**src/shtp_pkg.sv**
```systemverilog
// Shared types, constants and tables for the sprite hit projection block.
`default_nettype none

package shtp_pkg;

    localparam int MAX_SPRITES = 64;
    localparam int MAX_COLUMNS = 1024;
    localparam int SLOT_W      = $clog2(MAX_SPRITES);
    localparam int CNT_W       = $clog2(MAX_SPRITES + 1);
    localparam int COL_W       = $clog2(MAX_COLUMNS);

    localparam logic [18:0] STATURE_MAX = 19'h7FFFF;
    localparam logic [27:0] SPAN_MAX    = 28'hFFFFFFF;
    localparam logic [25:0] STEP_MAX    = 26'h3FFFFFF;
    localparam logic [19:0] HALF_PI_Q   = 20'd102944;
    localparam logic [19:0] PI_Q        = 20'd205887;
    localparam logic [19:0] TWO_PI_Q    = 20'd411775;

    localparam logic [5:0] ROOT_LAST = 6'd26;
    localparam logic [5:0] DIV_LAST  = 6'd35;
    localparam logic [5:0] ROT_LAST  = 6'd17;

    typedef enum logic [1:0] {
        CFG_RENDER_WIDTH   = 2'd0,
        CFG_RENDER_HEIGHT  = 2'd1,
        CFG_TEXTURE_WIDTH  = 2'd2,
        CFG_TEXTURE_HEIGHT = 2'd3
    } cfg_idx_t;

    typedef enum logic [1:0] {
        DIV_STATURE = 2'd0,
        DIV_SPAN    = 2'd1,
        DIV_ROW     = 2'd2,
        DIV_COL     = 2'd3
    } div_sel_t;

    typedef struct packed {
        logic [9:0]  ray_column;
        logic [7:0]  cell_x;
        logic [7:0]  cell_y;
        logic [23:0] player_x;
        logic [23:0] player_y;
    } shtp_in_t;

    typedef struct packed {
        logic [5:0]         sprite_slot;
        logic               is_new;
        logic               table_full;
        logic [24:0]        distance;
        logic [18:0]        stature;
        logic signed [11:0] top_row;
        logic signed [11:0] bottom_row;
        logic [27:0]        proj_width;
        logic [18:0]        mid_angle;
        logic [25:0]        row_step;
        logic [25:0]        column_step;
    } shtp_out_t;

    typedef struct packed {
        logic     clr_step;
        logic     load;
        logic     rd;
        logic     next;
        logic     hit;
        logic     set_full;
        logic     store;
        logic     mark_rd;
        logic     mark_wr;
        logic     mul_x;
        logic     mul_y;
        logic     mul_sp;
        logic     root_run;
        logic     div_run;
        div_sel_t div_sel;
        logic     out_load;
    } shtp_cmd_t;

    typedef struct packed {
        logic clr_done;
        logic srch_end;
        logic full;
        logic match;
        logic is_new;
        logic op_done;
    } shtp_stat_t;

    // Arctangent of 2^-i in Q0.16
    function automatic logic [15:0] atan_entry(input logic [4:0] i);
        logic [15:0] v;
        case (i)
            5'd0:    v = 16'd51472;
            5'd1:    v = 16'd30386;
            5'd2:    v = 16'd16055;
            5'd3:    v = 16'd8150;
            5'd4:    v = 16'd4091;
            5'd5:    v = 16'd2047;
            5'd6:    v = 16'd1024;
            5'd7:    v = 16'd512;
            5'd8:    v = 16'd256;
            5'd9:    v = 16'd128;
            5'd10:   v = 16'd64;
            5'd11:   v = 16'd32;
            5'd12:   v = 16'd16;
            5'd13:   v = 16'd8;
            5'd14:   v = 16'd4;
            5'd15:   v = 16'd2;
            5'd16:   v = 16'd1;
            default: v = 16'd0;
        endcase
        return v;
    endfunction

endpackage

`default_nettype wire

```
**src/sprite_hit_table_projection.sv**
```systemverilog
// Top level of the sprite hit table and projection block.
// After reset the ray bitmap is swept clear one slot row per cycle, all 64 rows,
// during which no hit beat is taken (configuration writes are). Each hit is
// then handled alone: the table search reads and compares one stored cell at a
// time until it finds the cell or reaches the end of the table. A new sprite
// adds the projection: two multiplies, a square root that runs the 17-step
// arctangent alongside it, a restoring division, one more multiply and three
// more restoring divisions. One result beat may wait in the output register
// while the next hit is accepted.
`default_nettype none

module sprite_hit_table_projection (
    input  wire logic                clk,
    input  wire logic                rst_n,
    input  wire logic                in_valid,
    output logic                     in_ready,
    input  wire shtp_pkg::shtp_in_t  in_data,
    output logic                     out_valid,
    input  wire logic                out_ready,
    output shtp_pkg::shtp_out_t      out_data,
    input  wire logic                cfg_we,
    input  wire shtp_pkg::cfg_idx_t  cfg_index,
    input  wire logic [10:0]         cfg_data
);
    import shtp_pkg::*;

    shtp_cmd_t  cmd;
    shtp_stat_t stat;

    // Sequencer
    shtp_ctrl u_ctrl (
        .clk       (clk),
        .rst_n     (rst_n),
        .in_valid  (in_valid),
        .in_ready  (in_ready),
        .out_valid (out_valid),
        .out_ready (out_ready),
        .stat      (stat),
        .cmd       (cmd)
    );

    // Datapath
    shtp_dp u_dp (
        .clk       (clk),
        .rst_n     (rst_n),
        .cmd       (cmd),
        .stat      (stat),
        .in_data   (in_data),
        .cfg_we    (cfg_we),
        .cfg_index (cfg_index),
        .cfg_data  (cfg_data),
        .out_data  (out_data)
    );

endmodule

`default_nettype wire

```
**src/shtp_ctrl.sv**
```systemverilog
// Sequencer for table search, bitmap update and projection arithmetic.
`default_nettype none

module shtp_ctrl (
    input  wire logic               clk,
    input  wire logic               rst_n,
    input  wire logic               in_valid,
    output logic                    in_ready,
    output logic                    out_valid,
    input  wire logic               out_ready,
    input  wire shtp_pkg::shtp_stat_t stat,
    output shtp_pkg::shtp_cmd_t     cmd
);
    import shtp_pkg::*;

    typedef enum logic [16:0] {
        S_CLEAR   = 17'h00001,
        S_IDLE    = 17'h00002,
        S_READ    = 17'h00004,
        S_CMP     = 17'h00008,
        S_STORE   = 17'h00010,
        S_MARK_RD = 17'h00020,
        S_MARK_WR = 17'h00040,
        S_MUL_X   = 17'h00080,
        S_MUL_Y   = 17'h00100,
        S_ROOT    = 17'h00200,
        S_DIV_ST  = 17'h00400,
        S_MUL_SP  = 17'h00800,
        S_DIV_SP  = 17'h01000,
        S_DIV_RS  = 17'h02000,
        S_DIV_CS  = 17'h04000,
        S_FIN     = 17'h08000,
        S_SPARE   = 17'h10000
    } state_t;

    state_t state_reg, state_next;
    logic   out_valid_reg, out_valid_next;

    // Next state and command decode
    always_comb
    begin
        state_next = state_reg;
        cmd        = '0;
        cmd.div_sel = DIV_STATURE;
        in_ready   = 1'b0;
        case (state_reg)
            S_CLEAR:
            begin
                cmd.clr_step = 1'b1;
                if (stat.clr_done)
                    state_next = S_IDLE;
            end
            S_IDLE:
            begin
                in_ready = 1'b1;
                if (in_valid)
                begin
                    cmd.load   = 1'b1;
                    state_next = S_READ;
                end
            end
            S_READ:
            begin
                if (stat.srch_end)
                begin
                    if (stat.full)
                    begin
                        cmd.set_full = 1'b1;
                        state_next   = S_FIN;
                    end
                    else
                        state_next = S_STORE;
                end
                else
                begin
                    cmd.rd     = 1'b1;
                    state_next = S_CMP;
                end
            end
            S_CMP:
            begin
                if (stat.match)
                begin
                    cmd.hit    = 1'b1;
                    state_next = S_MARK_RD;
                end
                else
                begin
                    cmd.next   = 1'b1;
                    state_next = S_READ;
                end
            end
            S_STORE:
            begin
                cmd.store  = 1'b1;
                state_next = S_MARK_RD;
            end
            S_MARK_RD:
            begin
                cmd.mark_rd = 1'b1;
                state_next  = S_MARK_WR;
            end
            S_MARK_WR:
            begin
                cmd.mark_wr = 1'b1;
                state_next  = stat.is_new ? S_MUL_X : S_FIN;
            end
            S_MUL_X:
            begin
                cmd.mul_x  = 1'b1;
                state_next = S_MUL_Y;
            end
            S_MUL_Y:
            begin
                cmd.mul_y  = 1'b1;
                state_next = S_ROOT;
            end
            S_ROOT:
            begin
                cmd.root_run = 1'b1;
                if (stat.op_done)
                    state_next = S_DIV_ST;
            end
            S_DIV_ST:
            begin
                cmd.div_run = 1'b1;
                cmd.div_sel = DIV_STATURE;
                if (stat.op_done)
                    state_next = S_MUL_SP;
            end
            S_MUL_SP:
            begin
                cmd.mul_sp = 1'b1;
                state_next = S_DIV_SP;
            end
            S_DIV_SP:
            begin
                cmd.div_run = 1'b1;
                cmd.div_sel = DIV_SPAN;
                if (stat.op_done)
                    state_next = S_DIV_RS;
            end
            S_DIV_RS:
            begin
                cmd.div_run = 1'b1;
                cmd.div_sel = DIV_ROW;
                if (stat.op_done)
                    state_next = S_DIV_CS;
            end
            S_DIV_CS:
            begin
                cmd.div_run = 1'b1;
                cmd.div_sel = DIV_COL;
                if (stat.op_done)
                    state_next = S_FIN;
            end
            S_FIN:
            begin
                if (!out_valid_reg || out_ready)
                begin
                    cmd.out_load = 1'b1;
                    state_next   = S_IDLE;
                end
            end
            default:
                state_next = S_IDLE;
        endcase
    end

    // Hold a result beat until it is taken
    always_comb
    begin
        out_valid_next = out_valid_reg;
        if (cmd.out_load)
            out_valid_next = 1'b1;
        else if (out_ready)
            out_valid_next = 1'b0;
    end

    always_ff @(posedge clk or negedge rst_n)
    begin
        if (!rst_n)
        begin
            state_reg     <= S_CLEAR;
            out_valid_reg <= 1'b0;
        end
        else
        begin
            state_reg     <= state_next;
            out_valid_reg <= out_valid_next;
        end
    end

    assign out_valid = out_valid_reg;

endmodule

`default_nettype wire

```
**src/shtp_dp.sv**
```systemverilog
// Datapath: sprite table, ray bitmap, shared multiplier, root, CORDIC and divider.
`default_nettype none

module shtp_dp (
    input  wire logic                 clk,
    input  wire logic                 rst_n,
    input  wire shtp_pkg::shtp_cmd_t  cmd,
    output shtp_pkg::shtp_stat_t      stat,
    input  wire shtp_pkg::shtp_in_t   in_data,
    input  wire logic                 cfg_we,
    input  wire shtp_pkg::cfg_idx_t   cfg_index,
    input  wire logic [10:0]          cfg_data,
    output shtp_pkg::shtp_out_t       out_data
);
    import shtp_pkg::*;

    // Configuration
    logic [10:0] rw_reg, rh_reg, tw_reg, th_reg;

    // Captured beat
    logic [9:0]  col_reg;
    logic [15:0] cell_reg;
    logic [24:0] ax_reg, ay_reg;
    logic        dxn_reg, dyn_reg;

    // Table control
    logic [CNT_W-1:0]  count_reg, idx_reg;
    logic [SLOT_W-1:0] slot_reg, clr_idx_reg;
    logic              new_reg, full_reg;
    logic [15:0]       cells_mem [MAX_SPRITES];
    logic [15:0]       cell_rd_reg;

    // Ray bitmap, one row per slot
    logic [MAX_COLUMNS-1:0] mark_mem [MAX_SPRITES];
    logic [MAX_COLUMNS-1:0] mark_row_reg, mark_row_new;
    logic [COL_W-1:0]       col_idx;
    logic                   col_ok;

    // Arithmetic
    logic [5:0]         step_reg;
    logic [51:0]        sum_reg;
    logic [25:0]        root_reg, root_n;
    logic [27:0]        rem_reg, rem_s, rem_n, trial;
    logic signed [42:0] cx_reg, cy_reg, xs, ys;
    logic signed [19:0] cz_reg;
    logic [4:0]         rot_i;
    logic [24:0]        mul_a, mul_b;
    logic [49:0]        product;
    logic [29:0]        span_prod_reg;
    logic [24:0]        dist_reg;
    logic [18:0]        stature_reg;
    logic [27:0]        span_reg;
    logic [25:0]        rstep_reg, cstep_reg;
    logic [34:0]        num_reg, quo_reg, quo_n;
    logic [27:0]        den_reg, drem_reg, drem_n;
    logic [28:0]        dshift;
    logic               dge, op_done;
    logic signed [24:0] dx_w, dy_w;
    shtp_out_t          out_reg, out_next;

    // Round a Q.9 row to nearest, half away from zero, saturate to 12 bits
    function automatic logic [11:0] round_row(input logic signed [20:0] v);
        logic [20:0] mag;
        logic [20:0] r;
        logic [11:0] res;
        mag = v[20] ? 21'(-v) : 21'(v);
        r   = (mag + 21'd256) >> 9;
        if (!v[20])
            res = (r > 21'd2047) ? 12'h7FF : r[11:0];
        else
            res = (r > 21'd2048) ? 12'h800 : 12'(21'd0 - r);
        return res;
    endfunction

    // Clamp the first-quadrant angle and move it to its quadrant
    function automatic logic [18:0] quad_angle(input logic signed [19:0] z,
                                               input logic dxn, input logic dyn);
        logic [19:0] zc;
        logic [19:0] a;
        if (z[19])
            zc = 20'd0;
        else if (z > $signed(HALF_PI_Q))
            zc = HALF_PI_Q;
        else
            zc = z;
        if (!dxn && !dyn)
            a = zc;
        else if (dxn && !dyn)
            a = PI_Q - zc;
        else if (dxn)
            a = PI_Q + zc;
        else
            a = TWO_PI_Q - zc;
        if (a >= TWO_PI_Q)
            a = a - TWO_PI_Q;
        return a[18:0];
    endfunction

    // Configuration writes
    always_ff @(posedge clk or negedge rst_n)
    begin
        if (!rst_n)
        begin
            rw_reg <= 11'd640;
            rh_reg <= 11'd480;
            tw_reg <= 11'd64;
            th_reg <= 11'd64;
        end
        else if (cfg_we)
        begin
            case (cfg_index)
                CFG_RENDER_WIDTH:   rw_reg <= cfg_data;
                CFG_RENDER_HEIGHT:  rh_reg <= cfg_data;
                CFG_TEXTURE_WIDTH:  tw_reg <= cfg_data;
                CFG_TEXTURE_HEIGHT: th_reg <= cfg_data;
                default:            rw_reg <= rw_reg;
            endcase
        end
    end

    // Offsets from player to cell centre
    assign dx_w = $signed({1'b0, in_data.cell_x, 16'h8000}) - $signed({1'b0, in_data.player_x});
    assign dy_w = $signed({1'b0, in_data.cell_y, 16'h8000}) - $signed({1'b0, in_data.player_y});

    // Capture the input beat
    always_ff @(posedge clk)
    begin
        if (cmd.load)
        begin
            col_reg  <= in_data.ray_column;
            cell_reg <= {in_data.cell_y, in_data.cell_x};
            ax_reg   <= dx_w[24] ? 25'(-dx_w) : 25'(dx_w);
            ay_reg   <= dy_w[24] ? 25'(-dy_w) : 25'(dy_w);
            dxn_reg  <= dx_w[24];
            dyn_reg  <= dy_w[24];
        end
    end

    // Table control state
    always_ff @(posedge clk or negedge rst_n)
    begin
        if (!rst_n)
        begin
            count_reg   <= '0;
            idx_reg     <= '0;
            slot_reg    <= '0;
            clr_idx_reg <= '0;
            new_reg     <= 1'b0;
            full_reg    <= 1'b0;
        end
        else
        begin
            if (cmd.clr_step)
                clr_idx_reg <= clr_idx_reg + 1'b1;
            if (cmd.load)
            begin
                idx_reg  <= '0;
                new_reg  <= 1'b0;
                full_reg <= 1'b0;
            end
            if (cmd.next)
                idx_reg <= idx_reg + 1'b1;
            if (cmd.hit)
                slot_reg <= idx_reg[SLOT_W-1:0];
            if (cmd.set_full)
                full_reg <= 1'b1;
            if (cmd.store)
            begin
                slot_reg  <= count_reg[SLOT_W-1:0];
                count_reg <= count_reg + 1'b1;
                new_reg   <= 1'b1;
            end
        end
    end

    // Cell store: one write, one registered read
    always_ff @(posedge clk)
    begin
        if (cmd.store)
            cells_mem[count_reg[SLOT_W-1:0]] <= cell_reg;
        if (cmd.rd)
            cell_rd_reg <= cells_mem[idx_reg[SLOT_W-1:0]];
    end

    // Bitmap: clear rows after reset, then set one column bit per hit that has a slot
    assign col_idx = COL_W'(col_reg);
    assign col_ok  = 32'(col_reg) < MAX_COLUMNS;

    always_comb
    begin
        mark_row_new          = mark_row_reg;
        mark_row_new[col_idx] = 1'b1;
    end

    always_ff @(posedge clk)
    begin
        if (cmd.clr_step)
            mark_mem[clr_idx_reg] <= '0;
        else if (cmd.mark_wr && col_ok)
            mark_mem[slot_reg] <= mark_row_new;
        if (cmd.mark_rd)
            mark_row_reg <= mark_mem[slot_reg];
    end

    // Shared multiplier
    always_comb
    begin
        mul_a = ax_reg;
        mul_b = ax_reg;
        if (cmd.mul_y)
        begin
            mul_a = ay_reg;
            mul_b = ay_reg;
        end
        else if (cmd.mul_sp)
        begin
            mul_a = 25'(tw_reg);
            mul_b = 25'(stature_reg);
        end
    end
    assign product = mul_a * mul_b;

    // Square root step: two bits of the radicand per cycle
    assign rem_s  = {rem_reg[25:0], sum_reg[51:50]};
    assign trial  = {root_reg, 2'b01};
    assign rem_n  = (rem_s >= trial) ? rem_s - trial : rem_s;
    assign root_n = {root_reg[24:0], rem_s >= trial};

    // CORDIC vectoring step
    assign rot_i = 5'(step_reg - 6'd1);
    assign xs    = cx_reg >>> rot_i;
    assign ys    = cy_reg >>> rot_i;

    // Divider step: one quotient bit per cycle
    assign dshift = {drem_reg, num_reg[34]};
    assign dge    = dshift >= {1'b0, den_reg};
    assign drem_n = dge ? 28'(dshift - {1'b0, den_reg}) : dshift[27:0];
    assign quo_n  = {quo_reg[33:0], dge};

    assign op_done = (cmd.root_run && step_reg == ROOT_LAST)
                   || (cmd.div_run && step_reg == DIV_LAST);

    always_ff @(posedge clk or negedge rst_n)
    begin
        if (!rst_n)
            step_reg <= '0;
        else if (cmd.root_run || cmd.div_run)
            step_reg <= op_done ? 6'd0 : step_reg + 6'd1;
    end

    // Arithmetic registers
    always_ff @(posedge clk)
    begin
        if (cmd.mul_x)
            sum_reg <= 52'(product);
        if (cmd.mul_y)
            sum_reg <= sum_reg + 52'(product);
        if (cmd.mul_sp)
            span_prod_reg <= product[29:0];

        if (cmd.root_run)
        begin
            if (step_reg == 6'd0)
            begin
                rem_reg  <= '0;
                root_reg <= '0;
                cx_reg   <= $signed({2'b00, ax_reg, 16'h0000});
                cy_reg   <= $signed({2'b00, ay_reg, 16'h0000});
                cz_reg   <= '0;
            end
            else
            begin
                rem_reg  <= rem_n;
                root_reg <= root_n;
                sum_reg  <= {sum_reg[49:0], 2'b00};
                if (step_reg <= ROT_LAST)
                begin
                    if (!cy_reg[42] && cy_reg != '0)
                    begin
                        cx_reg <= cx_reg + ys;
                        cy_reg <= cy_reg - xs;
                        cz_reg <= cz_reg + $signed({4'b0000, atan_entry(rot_i)});
                    end
                    else if (cy_reg[42])
                    begin
                        cx_reg <= cx_reg - ys;
                        cy_reg <= cy_reg + xs;
                        cz_reg <= cz_reg - $signed({4'b0000, atan_entry(rot_i)});
                    end
                end
                if (step_reg == ROOT_LAST)
                    dist_reg <= root_n[24:0];
            end
        end

        if (cmd.div_run)
        begin
            if (step_reg == 6'd0)
            begin
                drem_reg <= '0;
                quo_reg  <= '0;
                case (cmd.div_sel)
                    DIV_STATURE:
                    begin
                        num_reg <= {rw_reg, 24'h000000};
                        den_reg <= 28'(dist_reg);
                    end
                    DIV_SPAN:
                    begin
                        num_reg <= 35'(span_prod_reg);
                        den_reg <= 28'(th_reg);
                    end
                    DIV_ROW:
                    begin
                        num_reg <= {th_reg, 24'h000000};
                        den_reg <= 28'(stature_reg);
                    end
                    default:
                    begin
                        num_reg <= {tw_reg, 24'h000000};
                        den_reg <= span_reg;
                    end
                endcase
            end
            else
            begin
                drem_reg <= drem_n;
                quo_reg  <= quo_n;
                num_reg  <= {num_reg[33:0], 1'b0};
                if (step_reg == DIV_LAST)
                begin
                    case (cmd.div_sel)
                        DIV_STATURE:
                            stature_reg <= (den_reg == '0 || quo_n > 35'(STATURE_MAX))
                                         ? STATURE_MAX : quo_n[18:0];
                        DIV_SPAN:
                            span_reg <= (den_reg == '0 || quo_n > 35'(SPAN_MAX))
                                      ? SPAN_MAX : quo_n[27:0];
                        DIV_ROW:
                            rstep_reg <= (den_reg == '0 || quo_n > 35'(STEP_MAX))
                                       ? STEP_MAX : quo_n[25:0];
                        default:
                            cstep_reg <= (den_reg == '0 || quo_n > 35'(STEP_MAX))
                                       ? STEP_MAX : quo_n[25:0];
                    endcase
                end
            end
        end
    end

    // Assemble the result beat
    always_comb
    begin
        out_next            = '0;
        out_next.table_full = full_reg;
        out_next.is_new     = new_reg;
        if (!full_reg)
            out_next.sprite_slot = 6'(slot_reg);
        if (new_reg)
        begin
            out_next.distance    = dist_reg;
            out_next.stature     = stature_reg;
            out_next.top_row     = round_row($signed({2'b00, rh_reg, 8'h00})
                                             - $signed({2'b00, stature_reg}));
            out_next.bottom_row  = round_row($signed({2'b00, rh_reg, 8'h00})
                                             + $signed({2'b00, stature_reg}));
            out_next.proj_width  = span_reg;
            out_next.mid_angle   = (ax_reg == '0 && ay_reg == '0)
                                 ? 19'd0 : quad_angle(cz_reg, dxn_reg, dyn_reg);
            out_next.row_step    = rstep_reg;
            out_next.column_step = cstep_reg;
        end
    end

    // Result register
    always_ff @(posedge clk)
    begin
        if (cmd.out_load)
            out_reg <= out_next;
    end

    // Status to the sequencer
    always_comb
    begin
        stat.clr_done = clr_idx_reg == SLOT_W'(MAX_SPRITES - 1);
        stat.srch_end = idx_reg >= count_reg;
        stat.full     = count_reg >= CNT_W'(MAX_SPRITES);
        stat.match    = cell_rd_reg == cell_reg;
        stat.is_new   = new_reg;
        stat.op_done  = op_done;
    end

    assign out_data = out_reg;

endmodule

`default_nettype wire

```
**config.mk**
```make
export PLATFORM = sky130hd
export DESIGN_NAME = sprite_hit_table_projection
export DESIGN_NICKNAME = d
export VERILOG_FILES = /design/src/shtp_pkg.sv /design/src/sprite_hit_table_projection.sv /design/src/shtp_ctrl.sv /design/src/shtp_dp.sv
export SDC_FILE = /design/constraint.sdc
export NUM_CORES = 2
export LEC_CHECK = 0
export ABC_AREA = 0
export BUFFER_PORTS_ARGS = -buffer_cell sky130_fd_sc_hd__buf_2
export CAP_MARGIN = 15
export CORE_MARGIN = 5
export CORE_UTILIZATION = 51
export DETAILED_ROUTE_END_ITERATION = 8
export PLACE_DENSITY_LB_ADDON = 0.25
export RECOVER_POWER = 100
export REMOVE_ABC_BUFFERS = 1
export SLEW_MARGIN = 20
export SYNTH_ARGS = -nofsm -noshare
export SYNTH_HDL_FRONTEND = slang
export SYNTH_SLANG_ARGS = --single-unit
```
**constraint.sdc**
```tcl
create_clock -name clk -period 25.1 [get_ports clk]
set_input_delay 3.765 -clock clk [delete_from_list [all_inputs] [get_ports clk]]
set_output_delay 3.765 -clock clk [all_outputs]
set_load 0.005 [all_outputs]
```
Yosys cells after proc, flatten, opt, wreduce, memory -nomap -nowiden
Memory sizes are Yosys's and may differ from the RTL's. A register that Yosys moved wholly into a read port is not among the register bits. Cells that the tools add are included. W data, S select, Z words.

Register bits: 828. Memory bits (writable): 1024. ROM bits: 1024. Input bits: 92. Output and inout port bits: 177. Memories kept: 3.

Add/sub/neg operators: 30. Multipliers: 1. Magnitude comparators: 14. Equality and inequality tests: 33. Shift-type cells: 2. Multiplexer cells: 97. Bitwise operators: 3. Reductions and logical operators: 45.

Memories: u_dp.cells_mem (depth 64, bits a word 16, read ports 1, clocked after memory_dff 1, wr ports 1, RTL line shtp_dp.sv:30) `logic [15:0] cells_mem [MAX_SPRITES];`; (name not given) (depth 32, bits a word 16, read ports 1, clocked after memory_dff 0, wr ports 0, RTL line shtp_pkg.sv:90) `case (i)`; (name not given) (depth 32, bits a word 16, read ports 1, clocked after memory_dff 0, wr ports 0, RTL line shtp_pkg.sv:90).

Operator list (count): $pmux W17 S16 (1); $mux W43 (6); $mux W52 (4); $mux W20 (9); $mux W16 (11); $mux W17 (9); $pmux W35 S3 (1); $mux W25 (4); $add A43 B43 Y43 (2); $sshr A43 B5 Y43 (2); $sub A43 B43 Y43 (2); $pmux W28 S3 (1); $mux W41 (2); $mux W12 (6); $add A52 B50 Y52 (1); $mux W26 (2); $logic_not A25 Y1 (2); $mul A25 B25 Y50 (1); $neg A25 Y25 (2); $sub A24 B24 Y25 (2); $mux W24 (2); $reduce_bool A43 Y1 (1); $add A21 B9 Y21 const B (2); $mux W21 (2); other kinds (73) (148).

Longest topological paths before layout
Depth after elaboration: 11. Depth in mapped cells: 55. Gate-level depth less buffers: 51.

Cells and area by module
A second synthesis with hierarchy kept.

Cell total of the unflattened synthesis: 9967. Area total of the unflattened synthesis: 116997.2 µm².

By module, submodules not included: shtp_dp (times used 1, cells each 9832, area each 115751.0 µm², sequential area each 54652.4 µm²); shtp_ctrl (times used 1, cells each 135, area each 1246.2 µm², sequential area each 426.7 µm²).

Least setup slack after synthesis
No wires, ideal clock.

Path kind: input port to flip-flop. From: input out_ready. To: register u_dp.out_reg (netlist bit u_dp.out_data[0]), enable pin. Arrival time: 12.223 ns. Required time: 24.332 ns. Path slack: 12.109 ns. Cell stages on the path: 2. Path through: inv_1 a21oi_1.

RTL lines: start: declaration (RTL line sprite_hit_table_projection.sv:19) `input wire logic out_ready,`; end signal: assignment (RTL line shtp_dp.sv:379) `out_reg <= out_next;`; end: declaration (RTL line shtp_dp.sv:59) `shtp_out_t out_reg, out_next;`.

Worst setup path in the final report
From: register u_ctrl.state_reg[3]. To: register u_dp.sum_reg[50].

Longest elaborated chain between the ends: 9. Elaborated cells on any way between the ends: 18. Those cells by class: add/sub: 1; mul: 1; eq/ne: 4; mux: 12.

Ends and longest elaborated chain: start: declaration (RTL line shtp_ctrl.sv:36) `state_t state_reg, state_next;`; start signal: assignment (RTL line shtp_ctrl.sv:189) `state_reg <= state_next;`; $eq A17 B12 Y1 (RTL line shtp_ctrl.sv:46) `case (state_reg)`; $mux W1 (RTL line shtp_ctrl.sv:46); $mux W25 (RTL line shtp_dp.sv:215) `else if (cmd.mul_sp)`; $mux W25 (RTL line shtp_dp.sv:210) `if (cmd.mul_y)`; $mul A25 B25 Y50 (RTL line shtp_dp.sv:221) `assign product = mul_a * mul_b;`; $add A52 B50 Y52 (RTL line shtp_dp.sv:257) `sum_reg <= sum_reg + 52'(product);`; $mux W52 (RTL line shtp_dp.sv:256) `if (cmd.mul_y)`; $mux W52 (RTL line shtp_dp.sv:263) `if (step_reg == 6'd0)`; $mux W52 * (RTL line shtp_dp.sv:261) `if (cmd.root_run)`; end signal: assignment (RTL line shtp_dp.sv:255) `sum_reg <= 52'(product);`; end signal: assignment (RTL line shtp_dp.sv:257); end signal: assignment (RTL line shtp_dp.sv:275) `sum_reg <= {sum_reg[49:0], 2'b00};`; end: declaration (RTL line shtp_dp.sv:41) `logic [51:0] sum_reg;`.

Mark *: on every way between the ends. The rest lies on a longest branch, timed or not. A chain may end at the register's enable or synchronous reset.

==> results.ini <==
[synth]
synth-seq-cells = 1867
avgSynthCellArea_sq_um = 11.78
yosysTopAreaCell = edfxtp_1
yosys.area.top_type_share_pct = 44.34
seq_area_frac_synth_pct = 47.28
ys_async_sr_fraction_pct = 5.088
synth_cell_types = 122
yosysWarnings = 0
synth_edf_count = 1720
synthTopCellsByArea = edfxtp_1 44%, fa_1 9.0%, mux4_2 7.6%
ys.flop_type = edfxtp_1
syn_inst = 9889
synth_area_sq_um = 116500

[status]
violations = max-capacitance violations, max-slew violations
status = finished with violations

[routing]
dr.pass1.iters = 9
drc = 0
wl_per_cell_um = 24.85
ant_nets = 0
drtIter0Drc = 8443
wl_met1_um = 130000
routed_wl_um = 329300
top_layer = met5
dr_wl_met3_um = 26340
vias = 80370
via_per_inst = 6.065
met2_length_um = 157200

[placed_design]
place_congestion = 0.9584
placed_area_sq_um = 121400
pre_cts_ws_ns = 10.78
dp.final_hpwl_um = 233400
portBuffers = 258

[layout]
largest_reg_flops = 1024
nets = 11180
layout-area-overhead-vs-synth_pct = 9.497
design_area_sq_um = 127600
layout-drive-gt1-share_pct = 11.12

[cts]
clk_latency_ns = 0.88
clock_sinks = 1867
cts_made_buffers = 193
clkTransAtPathRegs_ns = 0.07
cts_tree = done
clockBufferDepth = 3
cts_resized = 0
cts_max_level = 4
cts_setup_buffers = 0
cts_root_buf = clkbuf_16
cts_hold_buf = 0

[setup_path]
path_max_fanout = 43
worst_ep_required_time_ns = 25.84
critPathBufInv = 6
crit_type = flop to flop
slowest_stage = inv_1
crit_arrival_ns = 17.76
critical-path-top-delay-family = compound AO/OA/AOI/OAI gates
cp-end-kind = flop
max_stage_delay_ns = 1.38
crit_top_cell = fa_1
worst_setup_path_start_kind = flop

[floorplanning]
start_util_pct = 51.25
dieArea_sq_um = 238100
row_count = 175
design.core.area_sq_um = 227300
die_x_um = 487.9
ios = 269
die_h_um = 487.9

[global_routing]
grt_max_degree = 116
grt_usage_pct = 27.42
grt_pass1_wl_um = 495800
grt_overflow = 0
antenna_found_initial = 11
grt_pass1_vias = 79700

[sta]
min_period_over_period_pct = 67.84
drv_slew = 2888
timing.final.crit_period_ns = 17.03
setup_ws_ns = 8.072
relSlewSlack_pct = -237.7
final_hold_viol_count = 0
worst_pin_slew_ns = 5.065
finalSetupViolCount = 0
whs_ns = 0.4164
setup-tns-final_ns = 0
skew_ns = 0.05753
max_freq_mhz = 58.73
rsz0062_at_grt = false

[min_path]
hold_path_class = flop to flop

[run]
max_cap_viol_count = 59

## kinds of logic after synthesis
group / Yosys count / share of synthesized area (%)
adders and majority gates: 1032 / 14.46
AOI/OAI and AO/OA: 1670 / 9.204
xor gates and xnor gates: 493 / 3.720
other: 1 / 0.003219
DFF: 1867 / 47.28
and+or+nand+nor: 2813 / 11.20
muxes: 601 / 9.509
buffers and inverters: 1412 / 4.624
## Yosys cell counts (14+ instances only)
library cell	number
inv_1	915
mux2_2	76
a211oi_1	53
a22oi_1	55
o21a_1	78
edfxtp_1	1720
xnor2_1	341
dfxtp_1	52
or2_2	56
o21ai_1	30
buf_1	50
a21o_1	145
a31oi_1	87
buf_2	24
mux4_2	394
nor2b_1	71
ha_1	509
a21boi_0	17
o31ai_1	32
nor3_1	103
a221oi_1	40
and3_1	40
nand3b_1	14
and2_1	173
fa_1	523
clkbuf_1	402
nor2_1	942
a21oi_1	464
nand3_1	174
o21ai_0	360
or3_1	79
or4_1	16
o211ai_1	38
o21bai_1	65
nor4_1	63
nand2b_1	86
o31a_1	15
nand2_1	849
nor3b_1	21
xor2_1	150
mux2i_1	116
dfrtp_1	86
nand4_1	54
## layer usage
metal,track usage [%],vias to the layer above
li1,-,35790
met1,36.44,40460
met2,44.81,3453
met3,4.548,665
met4,11.83,2
met5,0,-
## layout make-up
class / instances / area (sq um)
Tap cell: 3009 / 3765
Clock inverter: 135 / 1779
Inverter: 927 / 3481
Clock buffer: 228 / 5034
Sequential cell: 1867 / 55100
Antenna cell: 14 / 35.03
Multi-Input combinational cell: 6612 / 56170
Timing Repair Buffer: 459 / 2197
Fill cell: 18840 / 99730
## per-stage QoR
stage          instances  utilization, %
2_1_floorplan       9406               -
3_3_place_gp       12870           53.42
3_5_place_dp       12870           53.42
4_1_cts            13240           56.42
5_1_grt            13240           56.11
6_report           13250           56.12
## cell usage in the layout, fill, tap and decap left out, types with 148 or more instances in the layout
master	count
a21oi_1	463
nor2_1	936
clkbuf_16	195
inv_1	916
fa_1	523
o21ai_0	361
ha_1	508
edfxtp_1	1720
clkbuf_1	281
xnor2_1	339
xor2_1	148
nand2_1	849
nand3_1	174
mux4_2	394
## final timing paths
path                                          start  cells past startpoint                end  slack, ns
worst max register to register  u_ctrl.state_reg[3]                     50   u_dp.sum_reg[50]       8.07
worst min-delay path              u_dp.root_reg[15]                      0  u_dp.dist_reg[16]       0.42
worst max-delay path            u_ctrl.state_reg[3]                     50   u_dp.sum_reg[50]       8.07
min in group asynchronous                     rst_n                      1    u_dp.rw_reg[10]       3.57
worst min register to register    u_dp.root_reg[15]                      0  u_dp.dist_reg[16]       0.42
max in group asynchronous                     rst_n                      2    u_dp.idx_reg[3]      16.77
Power is left out: the tool's default activity adds up to more than one toggle a clock period on the data nets, which glitch-free logic cannot reach.
